**src/hdl/bdp_pkg.sv**
```systemverilog
// Shared types and constants for the double press pump timer.
package bdp_pkg;

	// Configuration register indexes
	localparam int unsigned CFG_IDX_W = 2;
	localparam logic [CFG_IDX_W-1:0] CFG_BOUNCE = 2'd0;
	localparam logic [CFG_IDX_W-1:0] CFG_WINDOW = 2'd1;
	localparam logic [CFG_IDX_W-1:0] CFG_RUN    = 2'd2;

	// Register reset values
	localparam logic [15:0] BOUNCE_RST = 16'd50;
	localparam logic [15:0] WINDOW_RST = 16'd400;
	localparam logic [31:0] RUN_RST    = 32'd600000;

	typedef struct packed {
		logic [15:0] bounce_ms;
		logic [15:0] double_window_ms;
		logic [31:0] run_duration_ms;
	} cfg_t;

	typedef struct packed {
		logic pump_on;
		logic switched_on;
		logic switched_off_press;
		logic timed_out;
	} result_t;

endpackage

```
**src/hdl/bdp_cfg.sv**
```systemverilog
// Configuration register file for the double press pump timer.
module bdp_cfg (
	input  logic                           clk,
	input  logic                           arst_n,
	input  logic                           cfg_valid,
	output logic                           cfg_ready,
	input  logic [bdp_pkg::CFG_IDX_W-1:0]  cfg_index,
	input  logic [31:0]                    cfg_data,
	output bdp_pkg::cfg_t                  cfg
);
	import bdp_pkg::*;

	cfg_t cfg_q;

	assign cfg_ready = 1'b1;
	assign cfg       = cfg_q;

	always_ff @(posedge clk or negedge arst_n) begin
		if (!arst_n) begin
			cfg_q.bounce_ms        <= BOUNCE_RST;
			cfg_q.double_window_ms <= WINDOW_RST;
			cfg_q.run_duration_ms  <= RUN_RST;
		end else if (cfg_valid) begin
			unique case (cfg_index)
				CFG_BOUNCE: cfg_q.bounce_ms        <= cfg_data[15:0];
				CFG_WINDOW: cfg_q.double_window_ms <= cfg_data[15:0];
				CFG_RUN:    cfg_q.run_duration_ms  <= cfg_data;
				default:    ;
			endcase
		end
	end

endmodule

```
**src/hdl/bdp_step.sv**
```systemverilog
// Button edge, double press and run timer state with its one-sample update.
module bdp_step (
	input  logic             clk,
	input  logic             arst_n,
	input  logic             fire,
	input  logic             button,
	input  logic [31:0]      now_ms,
	input  bdp_pkg::cfg_t    cfg,
	output bdp_pkg::result_t res
);
	import bdp_pkg::*;

	logic        prev_button_q;
	logic [31:0] press_time_q;
	logic [31:0] release_time_q;
	logic        double_seen_q;
	logic        armed_on_q;
	logic        pump_running_q;
	logic [31:0] run_start_q;

	logic [31:0] run_el, press_el, rel_el;
	logic        tmo, rise, fall, long_press, rel_upd, in_window, quiet;
	logic        dbl_mid, pump_mid, on_ev, off_ev;
	logic        armed_nx, double_nx, pump_nx;

	// All elapsed times come from the state before this sample; a time stamp
	// written in this sample would give zero elapsed, handled by masking.
	always_comb begin
		run_el     = now_ms - run_start_q;
		press_el   = now_ms - press_time_q;
		rel_el     = now_ms - release_time_q;
		tmo        = pump_running_q && (run_el >= cfg.run_duration_ms);
		rise       = button && !prev_button_q;
		fall       = !button && prev_button_q;
		long_press = press_el > {16'd0, cfg.bounce_ms};
		in_window  = rel_el < {16'd0, cfg.double_window_ms};
		quiet      = rel_el > {16'd0, cfg.double_window_ms};
		rel_upd    = fall && long_press;
		dbl_mid    = double_seen_q || (rel_upd && in_window);
		pump_mid   = pump_running_q && !tmo;
		on_ev      = !armed_on_q && dbl_mid && quiet && !rel_upd;
		off_ev     = armed_on_q && dbl_mid && button && long_press && !rise;
		armed_nx   = on_ev ? 1'b1 : (off_ev ? 1'b0 : armed_on_q);
		double_nx  = off_ev ? 1'b0 : dbl_mid;
		pump_nx    = on_ev ? 1'b1 : (off_ev ? 1'b0 : pump_mid);

		res.pump_on            = pump_nx;
		res.switched_on        = on_ev;
		res.switched_off_press = off_ev;
		res.timed_out          = tmo;
	end

	always_ff @(posedge clk or negedge arst_n) begin
		if (!arst_n) begin
			prev_button_q  <= 1'b0;
			press_time_q   <= '0;
			release_time_q <= '0;
			double_seen_q  <= 1'b0;
			armed_on_q     <= 1'b0;
			pump_running_q <= 1'b0;
			run_start_q    <= '0;
		end else if (fire) begin
			prev_button_q  <= button;
			double_seen_q  <= double_nx;
			armed_on_q     <= armed_nx;
			pump_running_q <= pump_nx;
			if (rise)
				press_time_q <= now_ms;
			if (rel_upd)
				release_time_q <= now_ms;
			if (on_ev)
				run_start_q <= now_ms;
		end
	end

	// Arming only ever happens together with a pending double press.
	a_armed_needs_double: assert property (@(posedge clk) disable iff (!arst_n)
		armed_on_q |-> double_seen_q)
		else $error("armed without a double press");

	// The pump never runs while disarmed.
	a_run_needs_arm: assert property (@(posedge clk) disable iff (!arst_n)
		pump_running_q |-> armed_on_q)
		else $error("pump running while not armed");

	// A switch-on stamps the run start with the sample time.
	a_on_stamps_start: assert property (@(posedge clk) disable iff (!arst_n)
		fire && on_ev |=> pump_running_q && run_start_q == $past(now_ms))
		else $error("switch-on did not start the run timer");

endmodule

```
**src/hdl/button_double_press_pump_timer_core.sv**
```systemverilog
// Top level of the double press pump timer: input register, step logic, result register.
//
//  channel | handshake            | payload
//  --------+----------------------+---------------------------------------------------
//  in      | in_valid / in_ready  | button, now_ms
//  out     | out_valid / out_ready| pump_on, switched_on, switched_off_press, timed_out
//  cfg     | cfg_valid / cfg_ready| cfg_index, cfg_data
//
// A sample accepted into the input register is stepped into the result register
// once that register is free or being drained, and its result is then offered
// on the out channel.
// One sample is accepted every cycle while the result side drains; the step logic
// is a single pass of parallel 32-bit subtract-compares feeding the state update.
// Reset clears the control state and loads the register defaults; no sweep.
// A stalled result holds the result register and then the input register;
// the input side still takes an item while the input register is empty.
// Configuration writes are taken every cycle.
module button_double_press_pump_timer_core (
	input  logic                          clk,
	input  logic                          arst_n,
	input  logic                          in_valid,
	output logic                          in_ready,
	input  logic                          button,
	input  logic [31:0]                   now_ms,
	output logic                          out_valid,
	input  logic                          out_ready,
	output logic                          pump_on,
	output logic                          switched_on,
	output logic                          switched_off_press,
	output logic                          timed_out,
	input  logic                          cfg_valid,
	output logic                          cfg_ready,
	input  logic [bdp_pkg::CFG_IDX_W-1:0] cfg_index,
	input  logic [31:0]                   cfg_data
);
	import bdp_pkg::*;

	cfg_t        cfg;
	result_t     res;
	result_t     res_q;
	logic        valid_s1;
	logic        button_s1;
	logic [31:0] now_s1;
	logic        fire;

	// Step the state when a sample sits in the input register and the
	// result register is free or being drained this cycle.
	assign fire     = valid_s1 && (!out_valid || out_ready);
	assign in_ready = !valid_s1 || fire;

	bdp_cfg u_cfg (
		.clk       (clk),
		.arst_n    (arst_n),
		.cfg_valid (cfg_valid),
		.cfg_ready (cfg_ready),
		.cfg_index (cfg_index),
		.cfg_data  (cfg_data),
		.cfg       (cfg)
	);

	bdp_step u_step (
		.clk    (clk),
		.arst_n (arst_n),
		.fire   (fire),
		.button (button_s1),
		.now_ms (now_s1),
		.cfg    (cfg),
		.res    (res)
	);

	// Input register: load a new item whenever there is room.
	always_ff @(posedge clk or negedge arst_n) begin
		if (!arst_n) begin
			valid_s1 <= 1'b0;
		end else if (in_ready) begin
			valid_s1 <= in_valid;
		end
	end

	always_ff @(posedge clk) begin
		if (in_ready && in_valid) begin
			button_s1 <= button;
			now_s1    <= now_ms;
		end
	end

	// Result register: capture on a step, drop once taken.
	always_ff @(posedge clk or negedge arst_n) begin
		if (!arst_n) begin
			out_valid <= 1'b0;
		end else if (fire) begin
			out_valid <= 1'b1;
		end else if (out_ready) begin
			out_valid <= 1'b0;
		end
	end

	always_ff @(posedge clk) begin
		if (fire)
			res_q <= res;
	end

	assign pump_on            = res_q.pump_on;
	assign switched_on        = res_q.switched_on;
	assign switched_off_press = res_q.switched_off_press;
	assign timed_out          = res_q.timed_out;

	// A switch-on always leaves the pump running.
	a_on_runs: assert property (@(posedge clk) disable iff (!arst_n)
		out_valid && switched_on |-> pump_on)
		else $error("switch-on with pump off");

	// Switch-on and press switch-off never share a result.
	a_on_off_excl: assert property (@(posedge clk) disable iff (!arst_n)
		out_valid |-> !(switched_on && switched_off_press))
		else $error("switch-on and switch-off in one result");

	// An off action without a switch-on leaves the pump stopped.
	a_off_stops: assert property (@(posedge clk) disable iff (!arst_n)
		out_valid && (switched_off_press || (timed_out && !switched_on)) |-> !pump_on)
		else $error("pump still on after switch-off");

	// An empty input register always takes the next item.
	a_empty_ready: assert property (@(posedge clk) disable iff (!arst_n)
		!valid_s1 |-> in_ready)
		else $error("input stalled while input register empty");

endmodule

```
**config.mk**
```make
export PLATFORM = sky130hd
export DESIGN_NAME = button_double_press_pump_timer_core
export DESIGN_NICKNAME = d
export VERILOG_FILES = /design/src/hdl/bdp_pkg.sv /design/src/hdl/bdp_cfg.sv /design/src/hdl/bdp_step.sv /design/src/hdl/button_double_press_pump_timer_core.sv
export SDC_FILE = /design/constraint.sdc
export NUM_CORES = 1
export LEC_CHECK = 0
export BUFFER_PORTS_ARGS = -buffer_cell sky130_fd_sc_hd__buf_2
export CAP_MARGIN = 10
export CORE_MARGIN = 4
export CORE_UTILIZATION = 41
export CTS_CLUSTER_SIZE = 25
export DETAILED_ROUTE_END_ITERATION = 7
export SYNTH_ARGS = -nofsm -noshare
export SYNTH_HDL_FRONTEND = slang
export SYNTH_SLANG_ARGS = --single-unit
```
**constraint.sdc**
```tcl
create_clock -name clk -period 6.85 [get_ports clk]
set_clock_uncertainty 0.15 [all_clocks]
set_input_delay 0.685 -clock clk [delete_from_list [all_inputs] [get_ports clk]]
set_output_delay 0.685 -clock clk [all_outputs]
set_load 0.01 [all_outputs]
```
==> results of run 1 <==
-- per-stage QoR --
| step | worst slack [ns] | utilization |
|---|---|---|
| detailed placement | 0.3902 | 0.4468 |
| floorplan | 1.009 | - |
| global route | 0.05142 | 0.4698 |
| CTS | 0.3766 | 0.4697 |
| finish | 0.4782 | 0.4698 |
| global placement | 0.4357 | 0.4468 |
-- timing repair --
| action | 4_1_cts | 5_1_grt |
|---|---|---|
| resized for setup | 0 | 1 |
| setup endpoints to repair | 0 | 30 |
| setup buffers | 0 | 0 |
-- synth_stat cells (5+ instances only) --
cell	count
o21ai_1	45
edfxtp_1	37
o2111ai_1	6
or4_1	5
inv_1	179
nand2b_1	21
dfstp_2	14
or3_1	6
a211oi_1	7
o21ai_0	58
nand3_1	49
a2111oi_0	5
dfrtp_1	152
o31ai_1	5
buf_4	5
xnor2_1	46
mux2_2	79
and2_1	11
ha_1	157
mux2_1	33
a21o_1	46
a211o_1	5
nor3_1	20
o211ai_1	15
nand3b_1	5
nand4_1	29
xor2_1	24
nand2_1	95
nor2_1	58
buf_2	6
clkbuf_1	31
a31oi_1	5
a21oi_1	115
o21a_1	19
nor2b_1	12
o21bai_1	12
-- cell usage in the layout (no fill, tap or decap), types with 9 or more instances in the layout --
cell,count
inv_1,179
ha_1,157
dfrtp_1,152
a21oi_1,115
nand2_1,95
mux2_2,79
buf_2,76
nor2_1,58
o21ai_0,58
nand3_1,49
a21o_1,46
xnor2_1,46
o21ai_1,45
edfxtp_1,37
mux2_1,33
nand4_1,29
clkbuf_16,25
xor2_1,24
nand2b_1,21
nor3_1,20
o21a_1,19
buf_4,17
o211ai_1,15
dfstp_2,14
nor2b_1,12
o21bai_1,12
and2_1,10
clkbuf_1,9
-- critical path: cells and delay by family (launching register included) --
kind            cells  cell delay, ns
compound gates      9            2.22
simple gates        8            2.05
fa+ha+maj           3            0.93
buf+inv             2            0.37
flops               1            0.35
xor+xnor            1            0.18
-- routing by layer --
layer,vias up,track usage
li1,5519,-
met1,5322,0.2696
met3,43,0.01929
met2,236,0.2976
met5,-,0
met4,0,0.03932
-- final timing paths --
check                                                   endpoint  slack, ns  depth (start not counted)
min in group clk                            now_s1[11]$_DFFE_PP_       0.19                          1
hold reg to reg                            out_valid$_DFFE_PN0P_       0.33                          1
max in group asynchronous  u_step.release_time_q[18]$_DFFE_PN0P_       4.92                          2
hold / removal                          u_cfg.cfg[4]$_DFFE_PN0P_       0.11                          1
setup reg to reg              u_step.run_start_q[28]$_DFFE_PN0P_       0.48                         23
setup / recovery              u_step.run_start_q[28]$_DFFE_PN0P_       0.48                         23
-- cell families after synthesis --
family / after synthesis / synth area share
AND/OR/NAND/NOR: 327 / 0.1135
AO/OA/AOI/OAI: 394 / 0.1767
flip-flops: 203 / 0.3717
other: 1 / 0.0002639
XOR/XNOR: 70 / 0.04314
buffers and inverters: 223 / 0.06074
adder cells (fa/ha/maj): 160 / 0.1424
multiplexers: 116 / 0.09156
-- registers in the layout, summed over array words and instances, names as in the netlist --
name and count:
timed_out 1, u_step.run_start_q 32, u_step.press_time_q 32, u_step.pump_running_q 1, button_s1 1, pump_on 1
u_step.release_time_q 32, u_step.double_seen_q 1, u_step.armed_on_q 1, u_step.prev_button_q 1, valid_s1 1, now_s1 32
out_valid 1, switched_off_press 1, u_cfg.cfg 64, switched_on 1
-- area by class of cell --
class	count	area, um^2
Clock buffer	38	714.4
Clock inverter	6	61.31
Fill cell	3264	17960
Inverter	179	671.9
Multi-Input combinational cell	1068	8080
Sequential cell	203	5283
Tap cell	448	560.5
Timing Repair Buffer	95	539.3
-- where the power goes --
part / total, mW / internal (mW) / switching (mW)
clock network: 1.25 / 0.752 / 0.498
registers: 1.60 / 1.47 / 0.127
logic: 2.46 / 1.06 / 1.40
==> results.py, run 1 <==
metrics = {
    "status": {
        "status": "finished, final reports clean",
    },
    "critical_path": {
        "crit_fanout": 15,
        "cp.arrival_ns": 6.62,
        "critPathSlowestCell": "or4_1",
        "crit_required_ns": 7.10,
        "r2r_start": "now_s1[0]$_DFFE_PP_",
        "cp_cell_sequence": "inv_1 -> ha_1 -> fa_1 -> nand2b_1 -> a21oi_1 -> o21ai_1 -> o21ba_2 -> o21ai_0 -> xor2_1 -> ha_1 -> nand4_1 -> nor4_1 -> a21boi_1 -> o41a_1 -> or4b_1 -> nor4_1 -> nand3_1 -> or4_1 -> o311a_1 -> a211oi_4 -> and2_2 -> buf_4 -> o21ai_1",
        "crit_type": "flop to flop",
        "slowest_delay_ns": 0.49,
        "worstSetupStartpoint": "now_s1[0]$_DFFE_PP_",
        "start_kind": "flop",
        "end_kind": "flop",
    },
    "job": {
        "maxCapViolations": 0,
    },
    "finish": {
        "drive_gt1_frac": 0.1447,
        "final_cells": 2037,
        "antenna_cells": 0,
        "nets": 1803,
        "design_area_um2": 15910,
        "areaGrowthSynthToFinish_pct": 11.95,
    },
    "drt": {
        "route.detailed.drc": 0,
        "wl_met2_mm": 15.74,
        "num_vias": 11120,
        "wl_mm": 35.01,
        "drtIter0Drc": 834,
        "vias_per_cell": 5.459,
        "wl_met1_mm": 17.27,
        "wire_per_inst_um": 17.19,
        "antenna_left": 0,
        "first_pass_iters": 5,
        "top_layer": "met4",
        "route.met3.wl_mm": 1.362,
    },
    "timing": {
        "period_share": 0.9302,
        "setup_viol": 0,
        "tightest_slew_ns": 0.9728,
        "tns_ns": 0,
        "max_slew_margin": 0.3455,
        "drv_slew": 0,
        "layout_min_cycle_time_ns": 6.372,
        "hold_viol": 0,
        "hold_ws_ns": 0.1111,
        "fmax_mhz": 156.9,
        "rsz0062_at_grt": "no",
    },
    "grt": {
        "grt_usage": 0.1843,
        "grt_pass1_vias": 11161,
        "grt_pass1_wl_mm": 58.04,
        "overflow": 0,
        "grt_antenna_before_repair": 0,
        "grt_max_degree": 100,
    },
    "die": {
        "die_x_um": 194.2,
        "num_rows": 67,
        "ios": 79,
        "chipHeight_um": 194.2,
        "core_area_um2": 33870,
        "die_area_um2": 37710,
        "start_util": 0.4196,
    },
    "synth": {
        "syn_inst": 1494,
        "syn_area_um2": 14210,
        "synth_top_flop_cell": "dfrtp_1",
        "ys_warn_count": 0,
        "synth.largest_area_cell": "dfrtp_1",
        "synth_area_leaders": "dfrtp_1 (27%), ha_1 (14%), edfxtp_1 (7.8%)",
        "yosysTopAreaCellShare": 0.2676,
        "synth-edff-count": 37,
        "synth_cell_types": 75,
        "synth.avg_cell_area_um2": 9.513,
        "ys_ff_latch": 203,
        "synth-seq-area-share": 0.3717,
        "synth_nets": 1726,
        "synth-async-reset-ratio": 0.8177,
    },
    "clocking": {
        "cts_tree": "built",
        "clk_pin_slew_worst_paths_ns": 0.06,
        "clk_latency_ns": 0.52,
        "cts_htree_levels": 1,
        "cts-root-buf": "clkbuf_16",
        "cts_buffers": 24,
        "holdBufCountCts": 0,
        "cts.sink_count": 203,
        "clockBufferDepth": 3,
    },
    "placed_design": {
        "port_buffers": 77,
        "dp_hpwl_mm": 27.69,
        "postPlaceCellArea_um2": 15130,
        "dpl.cell_count": 1993,
        "place.gp.congestion": 0.9416,
    },
    "power_and_ir_drop": {
        "p_total_mw": 5.306,
        "ir_drop_mv": 0.2131,
        "leakagePower_nw": 7.546,
        "p_per_area_nw_per_um2": 333.5,
    },
    "hold_path": {
        "hold_class": "primary input to async pin",
    },
}
(Power assumes the default switching activity.)
==> run 2, diff against run 1 <==
--- a/config.mk
+++ b/config.mk
@@ -8,9 +8,10 @@
 export BUFFER_PORTS_ARGS = -buffer_cell sky130_fd_sc_hd__buf_2
 export CAP_MARGIN = 10
 export CORE_MARGIN = 4
-export CORE_UTILIZATION = 41
+export CORE_UTILIZATION = 63
 export CTS_CLUSTER_SIZE = 25
 export DETAILED_ROUTE_END_ITERATION = 7
+export PLACE_DENSITY = 0.82
 export SYNTH_ARGS = -nofsm -noshare
 export SYNTH_HDL_FRONTEND = slang
 export SYNTH_SLANG_ARGS = --single-unit
==> results.py, run 2 (synthesis gave the netlist of run 1 again) <==
metrics = {
    "timing": {
        "hold_ws_ns": 0.1449,
        "tns_ns": 0,
        "tightest_slew_ns": 1.026,
        "fmax_mhz": 156.3,
        "hold_viol": 0,
        "drv_slew": 0,
        "layout_min_cycle_time_ns": 6.400,
        "max_slew_margin": 0.3158,
        "rsz0062_at_grt": "no",
        "period_share": 0.9343,
        "setup_viol": 0,
    },
    "drt": {
        "antenna_left": 0,
        "vias_per_cell": 6.105,
        "wl_mm": 34.50,
        "num_vias": 11385,
        "first_pass_iters": 5,
        "route.detailed.drc": 0,
        "wire_per_inst_um": 18.50,
        "drtIter0Drc": 797,
    },
    "critical_path": {
        "start_kind": "flop",
        "reg2reg_slack_ns": 0.45,
        "cp.arrival_ns": 6.65,
        "rr_endpoint": "u_step.run_start_q[31]$_DFFE_PN0P_",
        "slowest_delay_ns": 0.51,
        "r2r_start": "now_s1[0]$_DFFE_PP_",
        "r2r_cells": 22,
        "crit_fanout": 8,
        "critPathSlowestCell": "or4_1",
        "crit_type": "flop to flop",
        "cp.buffers_inverters": 1,
        "end_kind": "flop",
        "cp_cell_sequence": "inv_1 -> ha_1 -> fa_1 -> nand2b_1 -> a21oi_1 -> o21ai_1 -> o21ba_2 -> o21ai_0 -> xor2_1 -> ha_1 -> nand4_1 -> nor4_1 -> a21boi_1 -> o41a_1 -> or4b_1 -> nor4_1 -> nand3_1 -> or4_1 -> o311a_1 -> a211oi_4 -> and2_2 -> mux2_1",
        "path_delay_family": "compound AO/OA/AOI/OAI gates",
        "worstSetupStartpoint": "now_s1[0]$_DFFE_PP_",
        "crit_required_ns": 7.10,
    },
    "status": {
        "status": "finished, final reports clean",
    },
    "clocking": {
        "cts_buffers": 23,
        "clockBufferDepth": 3,
        "cts_htree_levels": 1,
        "clk_latency_ns": 0.52,
        "holdBufCountCts": 0,
        "cts-root-buf": "clkbuf_16",
        "cts.sink_count": 203,
        "cts_tree": "built",
        "clk_pin_slew_worst_paths_ns": 0.06,
    },
    "job": {
        "maxCapViolations": 0,
    },
    "placed_design": {
        "place.gp.congestion": 0.9553,
        "port_buffers": 77,
        "dpl.cell_count": 1823,
        "dp_hpwl_mm": 26.52,
    },
    "power_and_ir_drop": {
        "ir_drop_mv": 0.2586,
        "p_per_area_nw_per_um2": 339.3,
        "leakagePower_nw": 7.530,
    },
    "finish": {
        "areaGrowthSynthToFinish_pct": 10.23,
        "final_cells": 1865,
        "final_common_cell": "inv_1",
        "n_fill_cell": 1674,
        "largest_reg_flops": 64,
        "antenna_cells": 0,
        "drive_gt1_frac": 0.1445,
        "nets": 1800,
        "final_cell_mix": "inv_1 (179), ha_1 (157), dfrtp_1 (152)",
    },
    "die": {
        "die_area_um2": 25030,
        "num_rows": 54,
        "die_x_um": 158.2,
        "ios": 79,
        "core_area_um2": 22030,
        "start_util": 0.6453,
        "chipHeight_um": 158.2,
    },
    "grt": {
        "grt_pass1_wl_mm": 56.08,
        "grt_pass1_vias": 11366,
        "grt_usage": 0.2794,
        "grt_max_degree": 112,
        "grt_antenna_before_repair": 1,
        "overflow": 0,
    },
    "hold_path": {
        "hold_class": "primary input to async pin",
    },
}
## run 2: changes by cell type in the layout (fill, tap and decap cells not counted), sizes merged
cell    previous run  this run
buf               95        93
inv              180       181
clkbuf            38        30
bufinv             1         2
clkinv             3         7
## run 2: area by class of cell
cell class | count | area [um^2] | share of cell area
inverters | 179 | 671.9 | 0.04289
repair buffers | 93 | 511.7 | 0.03267
clock inverters | 12 | 127.6 | 0.008146
flip-flops and latches | 203 | 5283 | 0.3372
well taps | 280 | 350.3 | 0.02236
clock buffers | 30 | 641.9 | 0.04097
multi-input cells | 1068 | 8080 | 0.5158
## run 2: power breakdown
part	switching (mW)	total, mW	internal, mW
Sequential	0.135	1.61	1.47
Clock	0.497	1.24	0.740
Combinational	1.41	2.47	1.06
Total	2.05	5.31	3.27
## run 2: layer usage
layer,vias to the layer above,global-route usage,wire length [um]
li1,5508,-,-
met1,5481,0.3983,15740
met2,346,0.4529,15810
met3,50,0.04784,2249
met4,0,0.05930,703
met5,-,0,0
## run 2: stage by stage
stage	instance area [um^2]	utilization	power (mW)	setup slack, ns
floorplan	14210	-	3.454	1.009
global placement	14900	0.6763	3.975	0.5715
detailed placement	14900	0.6763	4.042	0.4725
CTS	15670	0.7112	5.309	0.3472
global route	15670	0.7113	5.720	0.09169
finish	15670	0.7113	5.315	0.4503
## run 2: repair_timing
item / CTS / global route
setup buffers: 0 / 0
setup endpoints to repair: 0 / 30
gates resized for setup: 0 / 1
## run 2: worst max-delay path by stage
stage	end	cells after the start
2_1_floorplan	u_step.run_start_q[31]$_DFFE_PN0P_	22
3_3_place_gp	u_step.run_start_q[0]$_DFFE_PN0P_	22
3_5_place_dp	u_step.run_start_q[31]$_DFFE_PN0P_	22
4_1_cts	u_step.run_start_q[22]$_DFFE_PN0P_	23
5_1_grt	u_step.run_start_q[0]$_DFFE_PN0P_	22
6_report	u_step.run_start_q[31]$_DFFE_PN0P_	22
==> run 3, diff against run 2 <==
--- a/config.mk
+++ b/config.mk
@@ -5,6 +5,7 @@
 export SDC_FILE = /design/constraint.sdc
 export NUM_CORES = 1
 export LEC_CHECK = 0
+export ABC_AREA = 1
 export BUFFER_PORTS_ARGS = -buffer_cell sky130_fd_sc_hd__buf_2
 export CAP_MARGIN = 10
 export CORE_MARGIN = 4
==> results.py, run 3 <==
metrics = {
    "placed_design": {
        "place.gp.congestion": 1.002,
        "port_buffers": 77,
        "dp_hpwl_mm": 32.29,
    },
    "finish": {
        "drive_gt1_frac": 0.07947,
        "final_common_cell": "nand2_1",
        "areaGrowthSynthToFinish_pct": 9.717,
        "final_cell_mix": "nand2_1 (709), inv_1 (478), ha_1 (157)",
        "largest_reg_flops": 64,
        "nets": 2567,
        "antenna_cells": 0,
        "n_fill_cell": 2050,
    },
    "timing": {
        "fmax_mhz": 199.9,
        "layout_min_cycle_time_ns": 5.003,
        "rsz0062_at_grt": "no",
        "tightest_slew_ns": 1.123,
        "setup_viol": 0,
        "hold_ws_ns": 0.01425,
        "max_slew_margin": 0.2494,
        "period_share": 0.7304,
        "drv_slew": 0,
        "tns_ns": 0,
        "hold_viol": 0,
    },
    "synth": {
        "synth_top_flop_cell": "dfrtp_1",
        "synth_nets": 2491,
        "yosysTopAreaCellShare": 0.2429,
        "syn_inst": 2259,
        "synthMostInstantiatedCell": "nand2_1",
        "synth_area_leaders": "dfrtp_1 (24%), nand2_1 (17%), ha_1 (13%)",
        "syn_area_um2": 15660,
        "synth-async-reset-ratio": 0.8177,
        "synth-seq-area-share": 0.3374,
        "synth-edff-count": 37,
        "synth.avg_cell_area_um2": 6.931,
        "synth.largest_area_cell": "dfrtp_1",
        "synth_cell_types": 49,
        "netlist_top_cells_count": "nand2_1 (710), inv_1 (478), ha_1 (157), dfrtp_1 (152), nor2_1 (146)",
        "ys_warn_count": 0,
        "ys_ff_latch": 203,
    },
    "status": {
        "status": "finished, final reports clean",
    },
    "grt": {
        "overflow": 0,
        "grt_max_degree": 81,
        "grt_pass1_wl_mm": 67.05,
        "grt_usage": 0.2955,
        "grt_antenna_before_repair": 0,
        "grt_pass1_vias": 13763,
    },
    "power_and_ir_drop": {
        "ir_drop_mv": 0.2648,
        "seq_power_share": 0.253,
        "p_per_area_nw_per_um2": 380.1,
        "clkPwrFrac": 0.207,
        "swShare": 0.4525,
        "p_comb_frac": 0.541,
        "internal_power_mw": 3.574,
        "switching_power_mw": 2.955,
        "leakagePower_nw": 9.494,
    },
    "die": {
        "die_area_um2": 27440,
        "chipHeight_um": 165.7,
        "die_x_um": 165.7,
        "start_util": 0.6419,
        "num_rows": 57,
        "ios": 79,
        "core_area_um2": 24390,
    },
    "drt": {
        "wire_per_inst_um": 15.37,
        "vias_per_cell": 5.328,
        "wl_mm": 41.14,
        "first_pass_iters": 5,
        "route.detailed.drc": 0,
        "drtIter0Drc": 1140,
        "num_vias": 14263,
        "antenna_left": 0,
    },
    "critical_path": {
        "path_delay_family": "compound AO/OA/AOI/OAI gates",
        "cp.arrival_ns": 5.33,
        "slowest_delay_ns": 0.62,
        "crit_fanout": 6,
        "end_kind": "flop",
        "start_kind": "flop",
        "cp.buffers_inverters": 2,
        "crit_required_ns": 7.18,
        "crit_top_cell": "nand2_1",
        "critPathSlowestCell": "a21boi_0",
        "crit_type": "flop to flop",
    },
    "clocking": {
        "clk_pin_slew_worst_paths_ns": 0.06,
        "cts_buffers": 24,
        "clk_latency_ns": 0.55,
        "post_cts_buffers": 0,
        "cts_tree": "built",
        "cts-root-buf": "clkbuf_16",
        "cts_resized": 0,
        "clockBufferDepth": 3,
        "holdBufCountCts": 0,
        "cts.sink_count": 203,
        "cts_htree_levels": 1,
    },
    "job": {
        "maxCapViolations": 0,
    },
    "hold_path": {
        "hold_class": "primary input to async pin",
    },
}
run 3: changes by cell type after synthesis, moves of 30 or more:
cell | before | now
nand2_1 | 95 | 710
inv_1 | 179 | 478
nor2_1 | 58 | 146
mux2_2 | 79 | 0
o21ai_0 | 58 | 136
a21o_1 | 46 | 4
o21ai_1 | 45 | 10
mux2_1 | 33 | 0
xnor2_1 | 46 | 16
run 3: logic make-up after synthesis:
family	count (synthesis)	share of synthesized area
AND/OR/NAND/NOR	1004	0.2590
buffers and inverters	514	0.1271
AO/OA/AOI/OAI	315	0.1123
flip-flops	203	0.3374
adder cells (fa/ha/maj)	160	0.1293
XOR/XNOR	62	0.03468
other	1	0.0002395
run 3: metrics by stage:
| stage | total power [mW] | cells | instance area, um^2 | setup slack (ns) | utilization |
|---|---|---|---|---|---|
| floorplan | 4.243 | 2259 | 15660 | 2.871 | - |
| global placement | 4.993 | 2633 | 16330 | 2.063 | 0.6694 |
| detailed placement | 5.117 | 2633 | 16330 | 1.931 | 0.6694 |
| CTS | 6.506 | 2677 | 17180 | 1.913 | 0.7043 |
| global route | 7.158 | 2677 | 17180 | 1.489 | 0.7043 |
| finish | 6.529 | 2677 | 17180 | 1.847 | 0.7043 |
run 3: layout make-up:
class                      instances  area (um^2)  share of cell area
clock buffer                      32        681.9             0.03969
sequential                       203         5283              0.3075
tap                              324        405.4             0.02360
timing repair buffer              83        436.7             0.02542
multi-input combinational       1542         8397              0.4888
clock inverter                    12        170.2            0.009905
inverter                         481         1805              0.1051
run 3: worst paths after layout:
path | from | endpoint | cells past startpoint | slack [ns]
max in group asynchronous | arst_n | u_step.release_time_q[31]$_DFFE_PN0P_ | 2 | 5.31
setup / recovery | now_s1[0]$_DFFE_PP_ | u_step.pump_running_q$_DFFE_PN0P_ | 26 | 1.85
setup reg to reg | now_s1[0]$_DFFE_PP_ | u_step.pump_running_q$_DFFE_PN0P_ | 26 | 1.85
min in group clk | now_ms[26] | now_s1[26]$_DFFE_PP_ | 1 | 0.16
hold / removal | arst_n | u_cfg.cfg[1]$_DFFE_PN0P_ | 1 | 0.01
hold reg to reg | u_cfg.cfg[1]$_DFFE_PN0P_ | u_cfg.cfg[1]$_DFFE_PN0P_ | 2 | 0.33
run 3: power by group through the flow:
stage	sequential, mW	clock [mW]	combinational (mW)
floorplan	1.62	0	2.63
global placement	1.65	0	3.34
detailed placement	1.66	0	3.45
CTS	1.65	1.37	3.49
global route	1.68	1.43	4.05
finish	1.65	1.35	3.53
run 3: layer usage:
layer / global-route usage / wire length [um] / up-vias
met5: 0 / 0 / -
met4: 0.09003 / 1260 / 0
met3: 0.04194 / 2709 / 84
met2: 0.4890 / 18770 / 452
met1: 0.4061 / 18400 / 6567
li1: - / - / 7160
